**config.mk**
```make
export PLATFORM = sky130hd
export DESIGN_NAME = keyword_substitution_decoder
export DESIGN_NICKNAME = d
export VERILOG_FILES = /design/src/kwsub_pkg.sv /design/src/keyword_substitution_decoder.sv /design/src/kwsub_datapath.sv /design/src/kwsub_ctrl.sv
export SDC_FILE = /design/constraint.sdc
export NUM_CORES = 1
export LEC_CHECK = 0
export BUFFER_PORTS_ARGS = -buffer_cell sky130_fd_sc_hd__buf_4
export CAP_MARGIN = 10
export CORE_MARGIN = 3
export CORE_UTILIZATION = 25
export DETAILED_ROUTE_END_ITERATION = 12
export GPL_TIMING_DRIVEN = 0
export SETUP_SLACK_MARGIN = 0.15
export SYNTH_ARGS = -nofsm -noshare
export SYNTH_HDL_FRONTEND = slang
export SYNTH_SLANG_ARGS = --single-unit
```
**constraint.sdc**
```tcl
create_clock -name clk -period 8.1 [get_ports clk]
set_input_delay 0.405 -clock clk [delete_from_list [all_inputs] [get_ports clk]]
set_output_delay 0.405 -clock clk [all_outputs]
set_load 0.005 [all_outputs]
```
**src/kwsub_pkg.sv**
```systemverilog
// Shared types and constants for the keyword substitution decoder.
`timescale 1ns / 1ps

package kwsub_pkg;

  localparam logic [1:0] KIND_CLEAR = 2'd0;
  localparam logic [1:0] KIND_KEY   = 2'd1;
  localparam logic [1:0] KIND_MSG   = 2'd2;

  localparam logic [7:0] CHAR_SPACE   = 8'd32;
  localparam logic [7:0] CHAR_NEWLINE = 8'd10;
  localparam logic [7:0] PLAIN_BASE   = 8'd97;

  typedef struct packed {
    logic [1:0] kind;
    logic [7:0] symbol;
  } in_beat_t;

  typedef struct packed {
    logic [7:0] plain_char;
    logic       found;
  } out_beat_t;

  typedef enum logic [1:0] {
    ST_IDLE,
    ST_CMP,
    ST_DONE
  } state_t;

  typedef struct packed {
    logic load;
    logic cmp;
    logic apply;
    logic emit;
  } kwsub_cmd_t;

  typedef struct packed {
    logic [1:0] kind;
  } kwsub_sts_t;

endpackage

```
**src/keyword_substitution_decoder.sv**
```systemverilog
// Top level of the keyword substitution decoder.
// Each beat is handled in order: accept, compare the symbol against every
// filled key slot at once and register the hit vector, then update the table
// or emit the result. busy is high in the CMP and DONE states; a message beat
// shows its result on out_data with out_strobe for one cycle, in DONE after
// acceptance. The receiver cannot stall, so nothing is buffered. Clear, key and
// unused-kind beats give no result. The table needs no clearing pass after reset.
`timescale 1ns / 1ps

module keyword_substitution_decoder #(
  parameter int ALPHABET_SIZE = 26
) (
  input  logic                 clk,
  input  logic                 rst_n,
  input  logic                 start,
  output logic                 busy,
  input  kwsub_pkg::in_beat_t  in_data,
  output logic                 out_strobe,
  output kwsub_pkg::out_beat_t out_data
);

  kwsub_pkg::kwsub_cmd_t cmd;
  kwsub_pkg::kwsub_sts_t sts;

  kwsub_ctrl u_ctrl (
    .clk   (clk),
    .rst_n (rst_n),
    .start (start),
    .sts   (sts),
    .cmd   (cmd),
    .busy  (busy)
  );

  kwsub_datapath #(
    .ALPHABET_SIZE (ALPHABET_SIZE)
  ) u_datapath (
    .clk      (clk),
    .rst_n    (rst_n),
    .in_data  (in_data),
    .cmd      (cmd),
    .sts      (sts),
    .out_data (out_data)
  );

  assign out_strobe = cmd.emit;

endmodule

```
**src/kwsub_datapath.sv**
```systemverilog
// Datapath: key table, fill count, parallel compare and result formatting.
`timescale 1ns / 1ps

module kwsub_datapath #(
  parameter int ALPHABET_SIZE = 26
) (
  input  logic                  clk,
  input  logic                  rst_n,
  input  kwsub_pkg::in_beat_t   in_data,
  input  kwsub_pkg::kwsub_cmd_t cmd,
  output kwsub_pkg::kwsub_sts_t sts,
  output kwsub_pkg::out_beat_t  out_data
);

  localparam int IDX_W  = $clog2(ALPHABET_SIZE);
  localparam int FILL_W = $clog2(ALPHABET_SIZE + 1);

  logic [1:0]               kind_r;
  logic [7:0]               symbol_r;
  logic [ALPHABET_SIZE-1:0] hit_r;
  logic [ALPHABET_SIZE-1:0] hit_nxt;
  logic [7:0]               table_r [ALPHABET_SIZE];
  logic [FILL_W-1:0]        fill_r;
  logic [FILL_W-1:0]        fill_nxt;
  logic [IDX_W-1:0]         hit_idx;
  logic                     is_space;
  logic                     is_full;
  logic                     key_write;

  assign is_space = (symbol_r == kwsub_pkg::CHAR_SPACE);
  assign is_full  = (fill_r == FILL_W'(ALPHABET_SIZE));

  // compare against filled slots only
  always_comb begin
    for (int i = 0; i < ALPHABET_SIZE; i++) begin
      hit_nxt[i] = (FILL_W'(i) < fill_r) && (table_r[i] == symbol_r);
    end
  end

  // stored symbols are unique, so at most one bit of the hit vector is set
  always_comb begin
    hit_idx = '0;
    for (int i = 0; i < ALPHABET_SIZE; i++) begin
      if (hit_r[i]) begin
        hit_idx = hit_idx | IDX_W'(i);
      end
    end
  end

  assign key_write = cmd.apply && (kind_r == kwsub_pkg::KIND_KEY) && !is_space
                     && (symbol_r != kwsub_pkg::CHAR_NEWLINE) && !is_full && (hit_r == '0);

  always_comb begin
    fill_nxt = fill_r;
    if (cmd.apply) begin
      unique case (kind_r)
        kwsub_pkg::KIND_CLEAR: fill_nxt = '0;
        kwsub_pkg::KIND_KEY:   fill_nxt = key_write ? fill_r + FILL_W'(1) : fill_r;
        default:               fill_nxt = fill_r;
      endcase
    end
  end

  always_ff @(posedge clk) begin
    if (!rst_n) begin
      fill_r <= '0;
    end else begin
      fill_r <= fill_nxt;
    end
  end

  always_ff @(posedge clk) begin
    if (cmd.load) begin
      kind_r   <= in_data.kind;
      symbol_r <= in_data.symbol;
    end
    if (cmd.cmp) begin
      hit_r <= hit_nxt;
    end
    if (key_write) begin
      table_r[fill_r[IDX_W-1:0]] <= symbol_r;
    end
  end

  always_comb begin
    if (is_space) begin
      out_data.plain_char = kwsub_pkg::CHAR_SPACE;
      out_data.found      = 1'b1;
    end else if (hit_r != '0) begin
      out_data.plain_char = kwsub_pkg::PLAIN_BASE + 8'(hit_idx);
      out_data.found      = 1'b1;
    end else begin
      out_data.plain_char = '0;
      out_data.found      = 1'b0;
    end
  end

  assign sts.kind = kind_r;

endmodule

```
**src/kwsub_ctrl.sv**
```systemverilog
// Controller: sequences load, compare and apply for one beat.
`timescale 1ns / 1ps

module kwsub_ctrl (
  input  logic                  clk,
  input  logic                  rst_n,
  input  logic                  start,
  input  kwsub_pkg::kwsub_sts_t sts,
  output kwsub_pkg::kwsub_cmd_t cmd,
  output logic                  busy
);

  kwsub_pkg::state_t state_r;
  kwsub_pkg::state_t state_nxt;

  always_comb begin
    unique case (state_r)
      kwsub_pkg::ST_IDLE: state_nxt = start ? kwsub_pkg::ST_CMP : kwsub_pkg::ST_IDLE;
      kwsub_pkg::ST_CMP:  state_nxt = kwsub_pkg::ST_DONE;
      kwsub_pkg::ST_DONE: state_nxt = kwsub_pkg::ST_IDLE;
      default:            state_nxt = kwsub_pkg::ST_IDLE;
    endcase
  end

  always_comb begin
    cmd  = '0;
    busy = 1'b1;
    unique case (state_r)
      kwsub_pkg::ST_IDLE: begin
        busy     = 1'b0;
        cmd.load = start;
      end
      kwsub_pkg::ST_CMP: begin
        cmd.cmp = 1'b1;
      end
      kwsub_pkg::ST_DONE: begin
        cmd.apply = 1'b1;
        cmd.emit  = (sts.kind == kwsub_pkg::KIND_MSG);
      end
      default: begin
        busy = 1'b1;
      end
    endcase
  end

  always_ff @(posedge clk) begin
    if (!rst_n) begin
      state_r <= kwsub_pkg::ST_IDLE;
    end else begin
      state_r <= state_nxt;
    end
  end

endmodule

```
==> results.md <==
* Final setup fails at 0
* Number of synthesized flops with an enable pin at 244
* Antenna violations before repair at 0
* Clock latency on the worst-skew pair at 540 ps
* Clk_skew at 21.07 ps
* Post-synthesis adder-cell area fraction at 0.5840%
* Avg Inst Size Synth at 14.98 um2
* Root cell of the clock tree: clkbuf_16
* Port Buf Inserts at 23
* Grt ovf at 0
* Switching part of the total at 21.37%
* Register area at 7467 um2
* Worst Max-Slew Pin Slew at 1321 ps
* I/O pin cnt at 24
* CTS Buf Count at 27
* CP required at 8240 ps
* DR iter-0 viols at 606
* Fin Setup TNS at 0 ps
* Routed WL at 27050 um
* Max FO, Critical Path at 27
* Area post-placement at 11640 um2
* Proportion of synthesized area in mux cells at 0.1869%
* Vias in the first global route at 6003
* GRT Total Usage at 11.82%
* Main combinational cell family by area after synthesis: XOR/XNOR gates
* Switch Pwr at 605.2 uW
* Max Cap Violations at 0
* Ys Warns at 0
* Register bit count reported by yosys at 251
* Chip height at 213.0 um
* Internal power at 2226 uW
* F_max at 0.2056 GHz
* Netlist cell types at 43
* Final Critical Period at 4863 ps
* CP Capture Type: flip-flop
* CTS Hold Buffers Added at 0
* Die Width at 213.0 um
* Tcrit/Tclk final at 60.03%
* Post-route DRC violation count at 0
* Relative slew slack at 11.97%
* Post-DP HPWL at 17140 um
* Area Overhead vs Synth at 17.87%
* Mean number of vias per cell at 4.529
* H-tree depth at 1
* XOR/XNOR share of the synthesized area at 17.25%
* DP Cell Count at 1280
* Fill cells at 4135
* Vias at 6037
* Initial core utilization at 25.43%
* First-pass GRT wire length at 39300 um
* Unrepaired setup endpoints after global routing: no
* Type of the worst setup path: flip-flop to flip-flop
* Sequential Power Share at 51.5%
* Wire per inst at 20.30 um
* Post-route antenna net violation count at 0
* Comb power frac at 5.0%
* Power Dens Cells at 224.2 nW/um2
* Clk buf depth at 3
* Final Slew Violations at 0
* Post-synth top flop: edfxtp_1
* Tot Pwr at 2831 uW
* Cell area after synthesis at 10710 um2
* Multi-input gate area in the final layout at 3104 um2
* DRT Pass-1 Iters at 5
* # nets final at 792
* CP Launch Type: flip-flop
* Final hold violations at 0
* Die area at 45370 um2
* Core area at 42130 um2
* Post-CTS Setup Inserts at 0
* Largest net degree at the start of global routing at 28
* Post-CTS sizing at 0
* Clock Sinks at 251
* Min-delay worst type: input port to flip-flop
* Cell row count at 75
* CP arrival at 5010 ps
* Final Cell Area at 12630 um2
* CTS tree: done
* Share of cells above drive strength 1 at 10.20%
* Final std cells w/o fill at 1333
* Status: complete, no violations
* Inserted Diodes at 0
* Syn nets at 733
* Post-Syn Instances at 715
* Synth Area in Compound Gates at 2.207%
* Max rail drop VDD at 0.1587 mV
* Reg clk slew, reported paths at 60 ps
* Clk network pwr share at 43.5%
* Final core occ at 29.97%
* Placer congestion estimate at 0.8618
* Ys async rst share at 0%
* Simple-Gate Fraction of Synth Area at 8.725%
* Register area share after synthesis at 69.70%
* Leak at 0.003869 uW
path summary, 6_finish.rpt:
path	startpoint	end	slack, ps	depth (start not counted)
worst min register to register	u_ctrl.state_r[0]	u_ctrl.state_r[0]	590	2
worst max register to register	u_datapath.symbol_r[1]	u_datapath.table_r[24][0]	3240	6
worst max-delay path	u_datapath.symbol_r[1]	u_datapath.table_r[24][0]	3240	6
worst min-delay path	in_data[1]	u_datapath.symbol_r[1]	50	1
cell usage in the layout, fill, tap and decap left out, types with 4 or more instances in the layout:
| master | count |
|---|---|
| nand3_1 | 14 |
| a21oi_1 | 7 |
| inv_1 | 7 |
| ha_1 | 5 |
| bufinv_16 | 4 |
| clkinv_1 | 4 |
| buf_4 | 23 |
| buf_16 | 6 |
| edfxtp_1 | 244 |
| clkinv_2 | 10 |
| xor2_1 | 79 |
| dfxtp_1 | 7 |
| nor2_1 | 48 |
| nand4_1 | 29 |
| nor3_1 | 15 |
| nor4_1 | 33 |
| xnor2_1 | 132 |
| buf_1 | 5 |
| o2111ai_1 | 6 |
| clkbuf_1 | 27 |
| clkbuf_16 | 27 |
| nand2_1 | 16 |
power by group through the flow:
| stage | clock, uW | sequential (uW) | combinational [uW] |
|---|---|---|---|
| final | 1230 | 1460 | 143 |
| after global routing | 1300 | 1460 | 154 |
| after global placement | 0 | 1500 | 120 |
| after CTS | 1240 | 1470 | 132 |
| after detailed placement | 0 | 1490 | 131 |
| after floorplan | 0 | 1470 | 82.7 |
critical path, cell delays in order, from the launching register on:
cell and delay, ps:
edfxtp_1 1220, clkbuf_1 730, nor3b_1 160, o21bai_1 240, a2111oi_4 710, nand2_1 420, nor3_1 970
synth_stat cells, types with 3 or more instances:
master	number	area share, %
o2111ai_1	6	0.49
nor4_1	33	1.9
xnor2_1	132	11
edfxtp_1	244	68
nand2_1	16	0.56
nor3_1	15	0.70
and3_1	3	0.18
nand4_1	29	1.7
ha_1	5	0.58
and2_1	3	0.18
xor2_1	79	6.5
a21oi_1	7	0.33
buf_1	5	0.18
inv_1	7	0.25
dfxtp_1	7	1.3
nor2_1	48	1.7
clkbuf_1	25	0.88
a2111oi_0	3	0.25
nand3_1	14	0.65
nand2b_1	3	0.18
kinds of logic after synthesis:
family	count (synthesis)
simple gates	178
compound gates	30
xor+xnor	211
buf+inv	38
mux	2
fa+ha+maj	5
flops	251
metal layers:
metal | part of all wire [%] | GRT usage [%]
met1 | 44 | 16.39
met4 | 2.7 | 3.556
met3 | 6.3 | 1.455
met5 | 0 | 0
met2 | 47 | 19.45
metrics by stage:
step / hold WS, ps / setup WS, ps
2_1_floorplan: 503.9 / 4888
3_3_place_gp: 548.5 / 3321
3_5_place_dp: 576.0 / 3271
4_1_cts: 28.21 / 3254
5_1_grt: 34.35 / 2985
6_report: 46.84 / 3237
state kept, by name, summed over array words and instances, names as in the netlist:
register and count:
u_datapath.symbol_r 8, u_datapath.sts 2, u_datapath.table_r 208, u_datapath.hit_r 26, u_ctrl.state_r 2, u_datapath.fill_r 5
layout make-up:
type	count	share of cell area [%]
sequential	251	59.14
timing repair buffer	30	2.794
multi-input combinational	426	24.58
buffer	31	0.9314
clock inverter	20	1.595
inverter	7	0.2081
clock buffer	29	5.410
tap	539	5.341
Note: power is estimated with default switching activity, not from simulation.
